`src/trap_and_interrupt_entry_assert.svh`:
```
// Assertion macros shared by the trap entry block.
`ifndef TRAP_AND_INTERRUPT_ENTRY_ASSERT_SVH
`define TRAP_AND_INTERRUPT_ENTRY_ASSERT_SVH

// Same-cycle implication, checked outside reset.
`define TIE_ASSERT_NOW(label, ante, cons) \
  label: assert property (@(posedge clk) disable iff (!rst_n) (ante) |-> (cons)) \
    else $error("trap entry check failed");

// Implication on the following cycle, checked outside reset.
`define TIE_ASSERT_NEXT(label, ante, cons) \
  label: assert property (@(posedge clk) disable iff (!rst_n) (ante) |=> (cons)) \
    else $error("trap entry check failed");

`endif

```
`src/tie_pkg.sv`:
```
`timescale 1ns / 1ps
package tie_pkg;

  localparam logic [1:0] PRIV_U    = 2'd0;
  localparam logic [1:0] PRIV_S    = 2'd1;
  localparam logic [1:0] PRIV_RSVD = 2'd2;
  localparam logic [1:0] PRIV_M    = 2'd3;

  localparam logic OP_EXCEPTION = 1'b0;
  localparam logic OP_IRQ_CHECK = 1'b1;

  // Status word bit positions.
  localparam int ST_SIE  = 1;
  localparam int ST_MIE  = 3;
  localparam int ST_SPIE = 5;
  localparam int ST_MPIE = 7;
  localparam int ST_SPP  = 8;
  localparam int ST_MPP  = 11;

  localparam logic [31:0] INTR_FLAG = 32'h8000_0000;
  localparam logic [1:0]  VEC_MODE_VECTORED = 2'd1;

  localparam int CFG_IDX_W = 3;
  localparam logic [CFG_IDX_W-1:0] CFG_MTVEC   = 3'd0;
  localparam logic [CFG_IDX_W-1:0] CFG_STVEC   = 3'd1;
  localparam logic [CFG_IDX_W-1:0] CFG_EDELEG  = 3'd2;
  localparam logic [CFG_IDX_W-1:0] CFG_IDELEG  = 3'd3;
  localparam logic [CFG_IDX_W-1:0] CFG_IE_MASK = 3'd4;

  // Interrupt causes in priority order.
  localparam int NUM_SCAN = 6;
  localparam logic [4:0] SCAN_ORDER [NUM_SCAN] = '{5'd11, 5'd3, 5'd7, 5'd9, 5'd1, 5'd5};

  typedef struct packed {
    logic [31:0] mtvec;
    logic [31:0] stvec;
    logic [31:0] edeleg;
    logic [31:0] ideleg;
    logic [31:0] ie_mask;
  } tie_cfg_t;

  typedef struct packed {
    logic        operation;
    logic [4:0]  cause;
    logic [31:0] trap_value;
    logic [31:0] current_pc;
    logic [31:0] pending_bits;
  } tie_item_t;

  typedef struct packed {
    logic        trap_taken;
    logic [31:0] next_pc;
    logic [1:0]  new_privilege;
    logic [31:0] cause_word;
    logic [31:0] status_word;
  } tie_result_t;

endpackage

```
`src/tie_if.sv`:
```
`timescale 1ns / 1ps
interface tie_in_if import tie_pkg::*; ();
  logic        valid;
  logic        ready;
  logic        operation;
  logic [4:0]  cause;
  logic [31:0] trap_value;
  logic [31:0] current_pc;
  logic [31:0] pending_bits;

  modport source (output valid, operation, cause, trap_value, current_pc, pending_bits,
                  input ready);
  modport sink (input valid, operation, cause, trap_value, current_pc, pending_bits,
                output ready);
endinterface

interface tie_out_if import tie_pkg::*; ();
  logic        valid;
  logic        ready;
  logic        trap_taken;
  logic [31:0] next_pc;
  logic [1:0]  new_privilege;
  logic [31:0] cause_word;
  logic [31:0] status_word;

  modport source (output valid, trap_taken, next_pc, new_privilege, cause_word, status_word,
                  input ready);
  modport sink (input valid, trap_taken, next_pc, new_privilege, cause_word, status_word,
                output ready);
endinterface

interface tie_cfg_if import tie_pkg::*; ();
  logic                 valid;
  logic                 ready;
  logic [CFG_IDX_W-1:0] index;
  logic [31:0]          data;

  modport source (output valid, index, data, input ready);
  modport sink (input valid, index, data, output ready);
endinterface

```
`src/trap_and_interrupt_entry.sv`:
```
`timescale 1ns / 1ps
// Pipeline: a request is registered on acceptance and its result is registered from there into
// the output register; the scan and status update sit between the two registers.
// Throughput: one request per cycle, unless a held result on the output stalls acceptance.
// Reset (synchronous, rst_n low): privilege goes to machine mode, the status word and all
// configuration registers clear, and both pipeline registers empty.
module trap_and_interrupt_entry import tie_pkg::*; (
  input  logic     clk,
  input  logic     rst_n,
  tie_in_if.sink   in_ch,
  tie_out_if.source out_ch,
  tie_cfg_if.sink  cfg_ch
);

  tie_cfg_t    cfg;
  tie_item_t   s1_item_r;
  logic        s1_valid_r;
  tie_result_t res;
  tie_result_t out_r;
  logic        out_valid_r;
  logic [1:0]  privilege_r;
  logic [31:0] mstatus_r;
  logic        out_free;
  logic        move;

  tie_cfg_regs u_cfg (
    .clk    (clk),
    .rst_n  (rst_n),
    .cfg_ch (cfg_ch),
    .cfg    (cfg)
  );

  tie_trap_logic u_trap (
    .item      (s1_item_r),
    .cfg       (cfg),
    .privilege (privilege_r),
    .mstatus   (mstatus_r),
    .res       (res)
  );

  assign out_free    = !out_valid_r || out_ch.ready;
  assign move        = s1_valid_r && out_free;
  assign in_ch.ready = !s1_valid_r || out_free;

  always_ff @(posedge clk) begin
    if (!rst_n) begin
      s1_valid_r <= 1'b0;
    end else if (in_ch.ready) begin
      s1_valid_r <= in_ch.valid;
    end
  end

  always_ff @(posedge clk) begin
    if (in_ch.valid && in_ch.ready) begin
      s1_item_r.operation    <= in_ch.operation;
      s1_item_r.cause        <= in_ch.cause;
      s1_item_r.trap_value   <= in_ch.trap_value;
      s1_item_r.current_pc   <= in_ch.current_pc;
      s1_item_r.pending_bits <= in_ch.pending_bits;
    end
  end

  // Architectural state advances exactly when a request's result is registered.
  always_ff @(posedge clk) begin
    if (!rst_n) begin
      out_valid_r <= 1'b0;
      privilege_r <= PRIV_M;
      mstatus_r   <= '0;
    end else begin
      if (move) begin
        out_valid_r <= 1'b1;
        privilege_r <= res.new_privilege;
        mstatus_r   <= res.status_word;
      end else if (out_ch.ready) begin
        out_valid_r <= 1'b0;
      end
    end
  end

  always_ff @(posedge clk) begin
    if (move) begin
      out_r <= res;
    end
  end

  assign out_ch.valid         = out_valid_r;
  assign out_ch.trap_taken    = out_r.trap_taken;
  assign out_ch.next_pc       = out_r.next_pc;
  assign out_ch.new_privilege = out_r.new_privilege;
  assign out_ch.cause_word    = out_r.cause_word;
  assign out_ch.status_word   = out_r.status_word;

  `include "trap_and_interrupt_entry_assert.svh"

  `TIE_ASSERT_NOW(a_priv_legal, 1'b1, privilege_r != PRIV_RSVD)
  `TIE_ASSERT_NEXT(a_idle_keeps_priv, move && !res.trap_taken, privilege_r == $past(privilege_r))
  `TIE_ASSERT_NEXT(a_mtrap_clears_mie, move && res.trap_taken && res.new_privilege == PRIV_M, !mstatus_r[ST_MIE])
  `TIE_ASSERT_NEXT(a_move_fills_out, move, out_valid_r)

endmodule

```
`src/tie_cfg_regs.sv`:
```
`timescale 1ns / 1ps
module tie_cfg_regs import tie_pkg::*; (
  input  logic      clk,
  input  logic      rst_n,
  tie_cfg_if.sink   cfg_ch,
  output tie_cfg_t  cfg
);

  tie_cfg_t cfg_r;

  assign cfg_ch.ready = 1'b1;
  assign cfg = cfg_r;

  always_ff @(posedge clk) begin
    if (!rst_n) begin
      cfg_r <= '0;
    end else if (cfg_ch.valid) begin
      case (cfg_ch.index)
        CFG_MTVEC:   cfg_r.mtvec   <= cfg_ch.data;
        CFG_STVEC:   cfg_r.stvec   <= cfg_ch.data;
        CFG_EDELEG:  cfg_r.edeleg  <= cfg_ch.data;
        CFG_IDELEG:  cfg_r.ideleg  <= cfg_ch.data;
        CFG_IE_MASK: cfg_r.ie_mask <= cfg_ch.data;
        default: ;
      endcase
    end
  end

endmodule

```
`src/tie_trap_logic.sv`:
```
`timescale 1ns / 1ps
module tie_trap_logic import tie_pkg::*; (
  input  tie_item_t   item,
  input  tie_cfg_t    cfg,
  input  logic [1:0]  privilege,
  input  logic [31:0] mstatus,
  output tie_result_t res
);

  logic [31:0]         act;
  logic [NUM_SCAN-1:0] hit;
  logic [4:0]          sel_id;
  logic                is_intr;
  logic                taken;
  logic [4:0]          c;
  logic [31:0]         deleg;
  logic                to_s;
  logic [31:0]         st;
  logic [31:0]         vec;
  logic [31:0]         base;
  logic                low_priv;

  assign act      = item.pending_bits & cfg.ie_mask;
  assign low_priv = (privilege == PRIV_U) || (privilege == PRIV_S);

  // A delegated cause is gated by SIE while in S; everything else by MIE in M.
  always_comb begin
    for (int k = 0; k < NUM_SCAN; k++) begin
      if (cfg.ideleg[SCAN_ORDER[k]] && low_priv) begin
        hit[k] = act[SCAN_ORDER[k]] && ((privilege == PRIV_U) || mstatus[ST_SIE]);
      end else begin
        hit[k] = act[SCAN_ORDER[k]] && ((privilege != PRIV_M) || mstatus[ST_MIE]);
      end
    end
  end

  always_comb begin
    sel_id = SCAN_ORDER[0];
    for (int k = NUM_SCAN - 1; k >= 0; k--) begin
      if (hit[k]) begin
        sel_id = SCAN_ORDER[k];
      end
    end
  end

  assign is_intr = (item.operation == OP_IRQ_CHECK);
  assign taken   = !is_intr || (|hit);
  assign c       = is_intr ? sel_id : item.cause;
  assign deleg   = is_intr ? cfg.ideleg : cfg.edeleg;
  assign to_s    = (privilege != PRIV_M) && deleg[c];
  assign vec     = to_s ? cfg.stvec : cfg.mtvec;
  assign base    = {vec[31:2], 2'b00};

  always_comb begin
    st = mstatus;
    if (to_s) begin
      st[ST_SPIE] = mstatus[ST_SIE];
      st[ST_SIE]  = 1'b0;
      st[ST_SPP]  = (privilege == PRIV_S);
    end else begin
      st[ST_MPIE]           = mstatus[ST_MIE];
      st[ST_MIE]            = 1'b0;
      st[ST_MPP+1:ST_MPP]   = privilege;
    end
  end

  always_comb begin
    res.trap_taken    = taken;
    res.next_pc       = item.current_pc;
    res.new_privilege = privilege;
    res.cause_word    = '0;
    res.status_word   = mstatus;
    if (taken) begin
      res.new_privilege = to_s ? PRIV_S : PRIV_M;
      res.status_word   = st;
      res.cause_word    = is_intr ? (INTR_FLAG | {27'd0, c}) : {27'd0, c};
      if (is_intr && (vec[1:0] == VEC_MODE_VECTORED)) begin
        res.next_pc = base + {25'd0, c, 2'b00};
      end else begin
        res.next_pc = base;
      end
    end
  end

endmodule
```
`src/flat_wrapper.sv`:
```
// flat-port wrapper written by rule: the top's interface ports become plain ports
module trap_and_interrupt_entry_flat import tie_pkg::*;
  (clk, rst_n, in_ch_valid, in_ch_operation, in_ch_cause, in_ch_trap_value, in_ch_current_pc, in_ch_pending_bits, in_ch_ready, out_ch_valid, out_ch_trap_taken, out_ch_next_pc, out_ch_new_privilege, out_ch_cause_word, out_ch_status_word, out_ch_ready, cfg_ch_valid, cfg_ch_index, cfg_ch_data, cfg_ch_ready);
  tie_in_if in_ch_i ();
  tie_out_if out_ch_i ();
  tie_cfg_if cfg_ch_i ();
  input  logic clk;
  input  logic rst_n;
  input wire logic [$bits(in_ch_i.valid)-1:0] in_ch_valid;
  input wire logic [$bits(in_ch_i.operation)-1:0] in_ch_operation;
  input wire logic [$bits(in_ch_i.cause)-1:0] in_ch_cause;
  input wire logic [$bits(in_ch_i.trap_value)-1:0] in_ch_trap_value;
  input wire logic [$bits(in_ch_i.current_pc)-1:0] in_ch_current_pc;
  input wire logic [$bits(in_ch_i.pending_bits)-1:0] in_ch_pending_bits;
  output wire logic [$bits(in_ch_i.ready)-1:0] in_ch_ready;
  output wire logic [$bits(out_ch_i.valid)-1:0] out_ch_valid;
  output wire logic [$bits(out_ch_i.trap_taken)-1:0] out_ch_trap_taken;
  output wire logic [$bits(out_ch_i.next_pc)-1:0] out_ch_next_pc;
  output wire logic [$bits(out_ch_i.new_privilege)-1:0] out_ch_new_privilege;
  output wire logic [$bits(out_ch_i.cause_word)-1:0] out_ch_cause_word;
  output wire logic [$bits(out_ch_i.status_word)-1:0] out_ch_status_word;
  input wire logic [$bits(out_ch_i.ready)-1:0] out_ch_ready;
  input wire logic [$bits(cfg_ch_i.valid)-1:0] cfg_ch_valid;
  input wire logic [$bits(cfg_ch_i.index)-1:0] cfg_ch_index;
  input wire logic [$bits(cfg_ch_i.data)-1:0] cfg_ch_data;
  output wire logic [$bits(cfg_ch_i.ready)-1:0] cfg_ch_ready;
  assign in_ch_i.valid = in_ch_valid;
  assign in_ch_i.operation = in_ch_operation;
  assign in_ch_i.cause = in_ch_cause;
  assign in_ch_i.trap_value = in_ch_trap_value;
  assign in_ch_i.current_pc = in_ch_current_pc;
  assign in_ch_i.pending_bits = in_ch_pending_bits;
  assign in_ch_ready = in_ch_i.ready;
  assign out_ch_valid = out_ch_i.valid;
  assign out_ch_trap_taken = out_ch_i.trap_taken;
  assign out_ch_next_pc = out_ch_i.next_pc;
  assign out_ch_new_privilege = out_ch_i.new_privilege;
  assign out_ch_cause_word = out_ch_i.cause_word;
  assign out_ch_status_word = out_ch_i.status_word;
  assign out_ch_i.ready = out_ch_ready;
  assign cfg_ch_i.valid = cfg_ch_valid;
  assign cfg_ch_i.index = cfg_ch_index;
  assign cfg_ch_i.data = cfg_ch_data;
  assign cfg_ch_ready = cfg_ch_i.ready;
  trap_and_interrupt_entry u_core (.clk(clk), .rst_n(rst_n), .in_ch(in_ch_i), .out_ch(out_ch_i), .cfg_ch(cfg_ch_i));
endmodule
```
`config.mk`:
```
export PLATFORM = sky130hd
export DESIGN_NAME = trap_and_interrupt_entry_flat
export DESIGN_NICKNAME = d
export VERILOG_FILES = /design/src/tie_pkg.sv /design/src/tie_if.sv /design/src/trap_and_interrupt_entry.sv /design/src/tie_cfg_regs.sv /design/src/tie_trap_logic.sv /design/src/flat_wrapper.sv
export VERILOG_INCLUDE_DIRS = /design/src /design/src/src
export SDC_FILE = /design/constraint.sdc
export NUM_CORES = 1
export LEC_CHECK = 0
export BUFFER_PORTS_ARGS = -buffer_cell sky130_fd_sc_hd__buf_2
export CORE_MARGIN = 10
export CORE_UTILIZATION = 40
export DETAILED_ROUTE_END_ITERATION = 10
export PLACE_DENSITY_LB_ADDON = 0.1
export SLEW_MARGIN = 20
export SYNTH_ARGS = -nofsm -noshare
export SYNTH_HDL_FRONTEND = slang
export SYNTH_SLANG_ARGS = --single-unit
```
`constraint.sdc`:
```
create_clock -name clk -period 6.2 [get_ports clk]
set_input_delay 0.62 -clock clk [delete_from_list [all_inputs] [get_ports clk]]
set_output_delay 0.62 -clock clk [all_outputs]
set_load 0.005 [all_outputs]
```
==> flow_summary.yaml, run 1 <==
sta:
  hold_violations: 0
  fin_skew_ns: 0.0116
  rsz0062_at_grt: "no"
  final_max_slew_viol_count: 0
  worstMarginPinSlew_ns: 0.890
  fin_crit_ns: 5.59
  fmax_ghz: 0.179
  slew_headroom: 0.406
  fin_crit_sh: 0.901
  finalSetupViolCount: 0
  setup-tns-final_ns: 0
global_routing:
  grt_antenna_before_repair: 0
  grtUsageTotal: 0.165
  first_global_vias: 7672
  grt_max_degree: 99
  grt_first_pass_wirelength_mm: 44.2
  grt_overflow: 0
critical_path:
  cp_top_family: "compound AO/OA/AOI/OAI gates"
  startpoint: "u_core.privilege_r[1]"
  cp.depth: 19
  crit-reg2reg-launch: "u_core.privilege_r[1]"
  critPathRequiredTime_ns: 6.46
  cp_cell_sequence: "and3b_1, a211o_1, nand3b_1, a21o_1, a2111oi_0, nor3_1, a211oi_4, mux2_2, ha_1, a21o_1, a21oi_1, o21bai_1, a21o_1, and4_1, nand2b_1, nor3_1, xor2_1, mux2i_1, a21oi_1"
  r2r-end: "u_core.out_ch.next_pc[31]"
  cp_num_buf_inv: 0
  ff2ff_path_depth: 19
  critical-path-max-stage-delay_ns: 0.55
  worstPathArrival_ns: 5.85
  crit_type: "flop to flop"
  crit_slowest_cell: "dfxtp_1"
  cp_max_fo: 12
  reg2reg_slack_ns: 0.61
  cpMostUsedCell: "a21o_1"
  crit_path_start_kind: "flop"
  crit_end: "u_core.out_ch.next_pc[31]"
  end_kind: "flop"
place:
  place_area_sq_um: 11400
  gp_congestion: 0.827
  io_buffers: 133
  dp_hpwl_mm: 20.2
cts:
  clock_path_buffers: 3
  cts_resized: 0
  holdBufCountCts: 0
  clkLatencyLatePin_ns: 0.53
  post_cts_buffers: 0
  cts_made_buffers: 26
  clk_pin_slew_worst_paths_ns: 0.06
  cts_sinks: 221
  cts_tree: "done"
  htreeDepth: 1
  cts_root_buf: "clkbuf_16"
synthesis:
  netlist_area_sq_um: 10700
  synth-seq-cells: 221
  synthTopCellsByArea: "edfxtp_1, dfxtp_1, nand2_1"
  synth_xor_area_frac: 0.0435
  yosys.cell_types.count: 62
  synth-seq-area-share: 0.501
  synth-main-ff-cell: "dfxtp_1"
  async_flop_share: 0
  synth_fa_ha_area_frac: 0.00774
  synth_most_common_cell: "nand2_1"
  yosys.area.top_type_share: 0.259
  synth_top_family_by_area: "simple AND/OR/NAND/NOR gates"
  synth.largest_area_cell: "edfxtp_1"
  ys_warn_count: 0
  syn_inst: 1140
  synth_edf_count: 92
  avgSynthCellArea_sq_um: 9.36
  synth_common_cells: "nand2_1, dfxtp_1, a21boi_0"
  synthSimpleGateAreaFrac: 0.189
  synthMuxAreaShare: 0.0440
  synth-compound-area-share: 0.146
route:
  wirelength_mm: 28.6
  ant_nets: 0
  drt-pass1-iter-count: 5
  vias_per_cell: 4.99
  routedWlPerCell_um: 17.9
  route.detailed.drc: 0
  dr_total_vias: 7982
  drt_iter0_markers: 486
outcome:
  status: "finished clean"
cells_and_area:
  fill_cells: 2591
  antenna_cells: 0
  stdcell_area_sq_um: 12200
  area_growth_pct: 14.5
  drive_gt1_frac: 0.172
  final_nets: 1396
power:
  ir_worst_vdd_uv: 152
  powerDensity_nw_per_um2: 269
  leakage_nw: 4.65
floorplan:
  start_util: 0.408
  fp.coreArea_sq_um: 26100
  dieWidth_um: 183
  ios: 244
  die_h_um: 183
  num_rows: 59
  die_area_sq_um: 33600
job:
  drv_cap: 0
hold_path:
  worstHoldPathType: "input port to flop"
registers in the layout, indices dropped and copies added, names as in the netlist:
| name | count |
|---|---|
| u_core.s1_item_r | 44 |
| u_core.out_ch.cause_word | 6 |
| u_core.out_ch.next_pc | 32 |
| u_core.privilege_r | 2 |
| u_core.out_ch.trap_taken | 1 |
| u_core.s1_valid_r | 1 |
| u_core.mstatus_r | 7 |
| u_core.out_ch.status_word | 7 |
| u_core.out_ch.new_privilege | 2 |
| u_core.out_ch.valid | 1 |
| u_core.u_cfg.cfg | 118 |
layout by cell type (no fill, tap or decap), types with 24 or more instances in the layout:
cell | netlist | routed
o21ai_0 | 24 | 24
nand2_1 | 282 | 282
edfxtp_1 | 92 | 92
clkbuf_16 | 0 | 27
buf_2 | 8 | 133
dfxtp_1 | 129 | 129
mux2i_1 | 30 | 30
a21oi_1 | 41 | 41
xnor2_1 | 36 | 36
nand3_1 | 30 | 30
conb_1 | 2 | 52
nor2_1 | 54 | 53
a21boi_0 | 112 | 112
worst min-delay path by stage:
stage,slack [ns],startpoint,cells after the start,to
floorplan,0.44,u_core.u_cfg.cfg[95],2,u_core.u_cfg.cfg[95]
global placement,0.45,u_core.u_cfg.cfg[75],2,u_core.u_cfg.cfg[75]
detailed placement,0.46,u_core.u_cfg.cfg[71],2,u_core.u_cfg.cfg[71]
CTS,0.24,in_ch_current_pc[29],1,u_core.s1_item_r[61]
global route,0.24,in_ch_current_pc[29],1,u_core.s1_item_r[61]
finish,0.26,in_ch_current_pc[29],1,u_core.s1_item_r[61]
power by group:
| group | switching, mW | internal, mW | total (mW) |
|---|---|---|---|
| combinational | 0.151 | 0.0914 | 0.242 |
| sequential | 0.0268 | 1.58 | 1.60 |
| clock | 0.590 | 0.848 | 1.44 |
| total | 0.768 | 2.52 | 3.28 |
layout make-up:
class	count	area, sq um	share of cell area
flip-flops and latches	221	5350	0.438
multi-input cells	835	4810	0.394
repair buffers	152	808	0.0662
clock buffers	39	731	0.0598
well taps	335	419	0.0343
clock inverters	6	57.6	0.00471
inverters	12	45.0	0.00369
per-layer routing:
layer / global-route usage / vias to the layer above / share of wire
met3: 0.0334 / 44 / 0.065
met1: 0.240 / 3693 / 0.49
li1: - / 4005 / -
met2: 0.242 / 240 / 0.42
met4: 0.0482 / 0 / 0.022
met5: 0 / - / 0
metrics by stage:
stage	total power, mW	std cells	setup slack [ns]	hold WS (ns)	utilization
6_report	3.28	1600	0.612	0.258	0.467
4_1_cts	3.31	1600	0.635	0.244	0.467
5_1_grt	3.41	1600	0.143	0.241	0.467
3_3_place_gp	1.87	1555	0.742	0.447	0.437
3_5_place_dp	1.88	1555	0.650	0.457	0.437
2_1_floorplan	1.79	1190	1.43	0.440	-
logic make-up (layout without fill, tap and decap cells):
| group | Yosys count | after routing |
|---|---|---|
| compound gates | 222 | 222 |
| other cells | 2 | 52 |
| xor+xnor | 53 | 53 |
| fa+ha+maj | 6 | 6 |
| buf+inv | 134 | 209 |
| simple gates | 457 | 457 |
| mux | 45 | 45 |
| flops | 221 | 221 |
Note: power is estimated with default switching activity, not from simulation.
==> run 2, diff against run 1 <==
- BUFFER_PORTS_ARGS: -buffer_cell sky130_fd_sc_hd__buf_2 -> default
- DONT_BUFFER_PORTS: default -> 1
- SYNTH_HIERARCHICAL: default -> 1
==> flow_summary.yaml, run 2 <==
outcome:
  status: "finished clean"
place:
  dp_hpwl_mm: 23.1
  gp_congestion: 0.794
  io_buffers: 0
cts:
  cts_root_buf: "clkbuf_16"
  cts_made_buffers: 36
  clkLatencyLatePin_ns: 0.53
  cts_tree: "done"
  clock_path_buffers: 3
  cts_sinks: 297
  htreeDepth: 2
  clk_pin_slew_worst_paths_ns: 0.06
critical_path:
  crit_path_start_kind: "flop"
  end_kind: "flop"
  cp_max_fo: 9
  reg2reg_slack_ns: 0.47
  crit_slowest_cell: "dfxtp_1"
  ff2ff_path_depth: 20
  worstPathArrival_ns: 5.98
  critical-path-max-stage-delay_ns: 0.52
  crit_type: "flop to flop"
  cp_cell_sequence: "and3b_1, o31a_1, a21boi_4, a21o_1, mux2i_1, o22ai_2, nor3_4, mux2_2, ha_1, fa_1, a21oi_1, nor2_1, nor2_1, nor2b_1, or2_2, nand3_1, xor2_1, nand2_1, o21ai_0, a21oi_1"
  critPathRequiredTime_ns: 6.46
route:
  drt-pass1-iter-count: 4
  ant_nets: 0
  route.detailed.drc: 0
  drt_iter0_markers: 437
  dr_total_vias: 8551
  routedWlPerCell_um: 20.6
  vias_per_cell: 5.17
  wirelength_mm: 34.1
hold_path:
  worstHoldPathType: "input port to flop"
  hold_depth: 0
job:
  drv_cap: 0
cells_and_area:
  drive_gt1_frac: 0.102
  final_cell_mix: "nand2_1, mux2i_1, dfxtp_1"
  largest_reg_flops: 118
  final_common_cell: "nand2_1"
  fill_cells: 3104
  area_growth_pct: 8.81
  final_nets: 1325
global_routing:
  grtUsageTotal: 0.161
  grt_antenna_before_repair: 2
  grt_overflow: 0
  grt_max_degree: 219
  grt_first_pass_wirelength_mm: 52.2
  first_global_vias: 8555
floorplan:
  die_h_um: 204
  fp.coreArea_sq_um: 33400
  start_util: 0.405
  die_area_sq_um: 41600
  num_rows: 67
  dieWidth_um: 204
  ios: 244
sta:
  fin_skew_ns: 0.0162
  fmax_ghz: 0.175
  slew_headroom: 0.352
  worstMarginPinSlew_ns: 0.970
  finalSetupViolCount: 0
  hold_violations: 0
  final_max_slew_viol_count: 0
  setup-tns-final_ns: 0
  fin_crit_sh: 0.924
  fin_crit_ns: 5.73
  rsz0062_at_grt: "no"
synthesis:
  netlist_area_sq_um: 13500
  ys_warn_count: 6
  syn_inst: 1227
  avgSynthCellArea_sq_um: 11.0
power:
  powerDensity_nw_per_um2: 310
  ir_worst_vdd_uv: 197
  p_total_mw: 4.57
  leakage_nw: 5.76
[run 2: cell types whose count changed in the layout (fill, tap and decap cells not counted), sizes merged, moves of 15 or more]
cell,change
dfxtp,+25
a21boi,-111
conb,-25
edfxtp,+51
xnor2,-26
mux2i,+157
buf,-135
nor2b,-15
[run 2: area by class of cell]
cell class,instances,area (sq um),area share
well taps,448,561,0.0380
flip-flops and latches,297,7380,0.501
diodes,1,2.50,0.000170
repair buffers,17,153,0.0104
clock inverters,19,251,0.0171
clock buffers,47,990,0.0672
multi-input cells,815,5370,0.364
inverters,10,37.5,0.00255
[run 2: stage by stage]
step | hold WS, ns | area (sq um) | worst slack, ns | std cells | utilization
finish | 0.178 | 14700 | 0.474 | 1654 | 0.441
global placement | 0.436 | 13500 | 0.436 | 1587 | 0.403
detailed placement | 0.440 | 13500 | 0.356 | 1587 | 0.403
global route | 0.153 | 14700 | 0.0564 | 1654 | 0.441
CTS | 0.151 | 14700 | 0.329 | 1653 | 0.440
floorplan | 0.431 | 13600 | 1.04 | 1252 | -
[run 2: path summary, 6_finish.rpt]
check                        start                             to
max          u_core/privilege_r[1]       u_core/out_ch.next_pc[8]
min           in_ch_current_pc[21]           u_core/s1_item_r[53]
max reg2reg  u_core/privilege_r[1]       u_core/out_ch.next_pc[8]
min reg2reg   u_core/mstatus_r[14]  u_core/out_ch.status_word[14]
[run 2: timing repair]
item / in CTS / in global routing
endpoints found under the hold margin: 0 / 0
setup buffers: 0 / 0
endpoints found under the setup margin: 0 / 5
hold buffers: 0 / 0
resized for setup: 0 / 1
[run 2: worst max-delay path: cells and delay by family, from the launching register on]
kind	cells	cell delay [ns]
simple gates	8	1.72
fa+ha+maj	2	0.63
flops	1	0.52
compound gates	7	1.66
mux	2	0.73
xor+xnor	1	0.17
[run 2: power by group]
part           internal (mW)  total, mW  switching (mW)  leakage [nW]
Combinational         0.0742      0.215           0.141          2.52
Sequential              2.13       2.17          0.0395          2.64
Clock                   1.35       2.19           0.841         0.608
Total                   3.55       4.57            1.02          5.76
[run 2: layer usage]
layer | vias up | part of all wire | GRT usage
met5 | - | 0.00038 | 0
met4 | 2 | 0.022 | 0.0489
met3 | 51 | 0.046 | 0.0339
met2 | 203 | 0.47 | 0.262
met1 | 4115 | 0.46 | 0.211
li1 | 4180 | - | -
==> run 3, diff against run 2 <==
- CELL_PAD_IN_SITES_DETAIL_PLACEMENT: default -> 0
- CELL_PAD_IN_SITES_GLOBAL_PLACEMENT: default -> 1
==> flow_summary.yaml, run 3 (synthesized netlist as in run 2, its figures left out) <==
outcome:
  status: "finished clean"
floorplan:
  die_h_um: 204
  num_rows: 67
  ios: 244
  dieWidth_um: 204
  fp.coreArea_sq_um: 33400
  start_util: 0.405
  die_area_sq_um: 41600
critical_path:
  cp_top_family: "simple AND/OR/NAND/NOR gates"
  startpoint: "u_core/privilege_r[1]"
  ff2ff_path_depth: 20
  crit_type: "flop to flop"
  cp_num_buf_inv: 1
  crit_slowest_cell: "dfxtp_1"
  cp.depth: 20
  crit_path_start_kind: "flop"
  end_kind: "flop"
  cp_cell_sequence: "and3b_1, a211oi_1, or4_4, o211a_1, o41a_1, and4_1, nor3_4, buf_12, mux2_2, ha_1, fa_1, a21oi_1, nor2_1, nor2_1, nor2b_1, or2_2, nand2_1, mux2i_1, a211oi_1, nor3_1"
  crit-reg2reg-launch: "u_core/privilege_r[1]"
  critical-path-max-stage-delay_ns: 0.58
  worstPathArrival_ns: 5.88
  critPathRequiredTime_ns: 6.45
  cp_max_fo: 11
route:
  vias_per_cell: 5.17
  ant_nets: 0
  drt-pass1-iter-count: 5
  wirelength_mm: 34.5
  dr_total_vias: 8562
  drt_iter0_markers: 544
  routedWlPerCell_um: 20.8
  route.detailed.drc: 0
cts:
  clkLatencyLatePin_ns: 0.52
  clk_pin_slew_worst_paths_ns: 0.06
  htreeDepth: 2
  cts_tree: "done"
  cts_sinks: 297
  clock_path_buffers: 3
  cts_made_buffers: 35
  cts_resized: 0
  cts_root_buf: "clkbuf_16"
global_routing:
  grt_overflow: 0
  grt_first_pass_wirelength_mm: 51.6
  grtUsageTotal: 0.160
  grt_max_degree: 219
  grt_antenna_before_repair: 0
  first_global_vias: 8455
cells_and_area:
  final_nets: 1331
  largest_reg_flops: 118
  final_cell_mix: "nand2_1, mux2i_1, dfxtp_1"
  final_cells: 1655
  postLayoutCoreUtil: 0.437
  drive_gt1_frac: 0.103
  antenna_cells: 0
  final_common_cell: "nand2_1"
  area_growth_pct: 7.89
  stdcell_area_sq_um: 14600
job:
  drv_cap: 0
power:
  seq_power_share: 0.498
  swShare: 0.226
  p_sw_mw: 0.984
  p_comb_frac: 0.050
  p_int_mw: 3.37
  powerDensity_nw_per_um2: 298
  p_total_mw: 4.35
  clkPwrFrac: 0.451
  leakage_nw: 5.74
  ir_worst_vdd_uv: 220
sta:
  rsz0062_at_grt: "no"
  fin_crit_sh: 0.908
  finalSetupViolCount: 0
  worst_slack_ns: 0.568
  hold_violations: 0
  setup-tns-final_ns: 0
  fin_crit_ns: 5.63
  final_max_slew_viol_count: 0
  fin_skew_ns: 0.0223
  worst_hold_slack_ns: 0.201
  fmax_ghz: 0.178
  slew_headroom: 0.379
  worstMarginPinSlew_ns: 0.905
hold_path:
  hold_depth: 0
  worstHoldPathType: "input port to flop"
  worstHoldStart: "in_ch_current_pc[4]"
place:
  gp_congestion: 0.808
  dp_hpwl_mm: 23.7
  io_buffers: 0
  dp_slack_ns: 0.359
  place_area_sq_um: 13500
  place_inst: 1591
## run 3: cell types whose count changed in the layout (fill, tap and decap cells not counted), sizes merged
cell	previous run	this run
buf	17	24
bufinv	5	2
clkbuf	47	44
clkinv	10	13
clkinvlp	2	0
diode	1	0
## run 3: power by group through the flow
stage	registers [mW]	clock network (mW)	logic, mW
3_5_place_dp	2.21	0	0.220
4_1_cts	2.17	2.03	0.221
2_1_floorplan	2.19	0	0.201
5_1_grt	2.17	2.10	0.242
3_3_place_gp	2.21	0	0.217
6_report	2.17	1.96	0.218
## run 3: cell type report
cell class              count  area [sq um]
repair buffers             24           193
inverters                  10          37.5
well taps                 448           561
clock buffers              44           943
multi-input cells         815          5360
clock inverters            17           139
fillers                  3151         18800
flip-flops and latches    297          7380
## run 3: worst register-to-register path: cells and delay by family (launching register included)
kind | cells | cell delay, ns
fa+ha+maj | 2 | 0.62
buf+inv | 1 | 0.15
compound gates | 5 | 1.11
mux | 2 | 0.62
flops | 1 | 0.58
simple gates | 10 | 2.32
## run 3: path summary, 6_finish.rpt
kind | slack (ns) | endpoint
max reg2reg | 0.57 | u_core/out_ch.next_pc[28]
max | 0.57 | u_core/out_ch.next_pc[28]
min | 0.20 | u_core/s1_item_r[36]
min reg2reg | 0.45 | u_core/out_ch.status_word[30]
## run 3: layer usage
layer,part of all wire,track usage,up-vias
li1,-,-,4203
met1,0.45,0.207,4097
met2,0.47,0.266,215
met3,0.056,0.0346,47
met4,0.020,0.0423,0
met5,0,0,-
## run 3: repair_timing
action	4_1_cts	5_1_grt
setup buffers	0	3
hold buffers	0	0
endpoints found under the setup margin	0	6
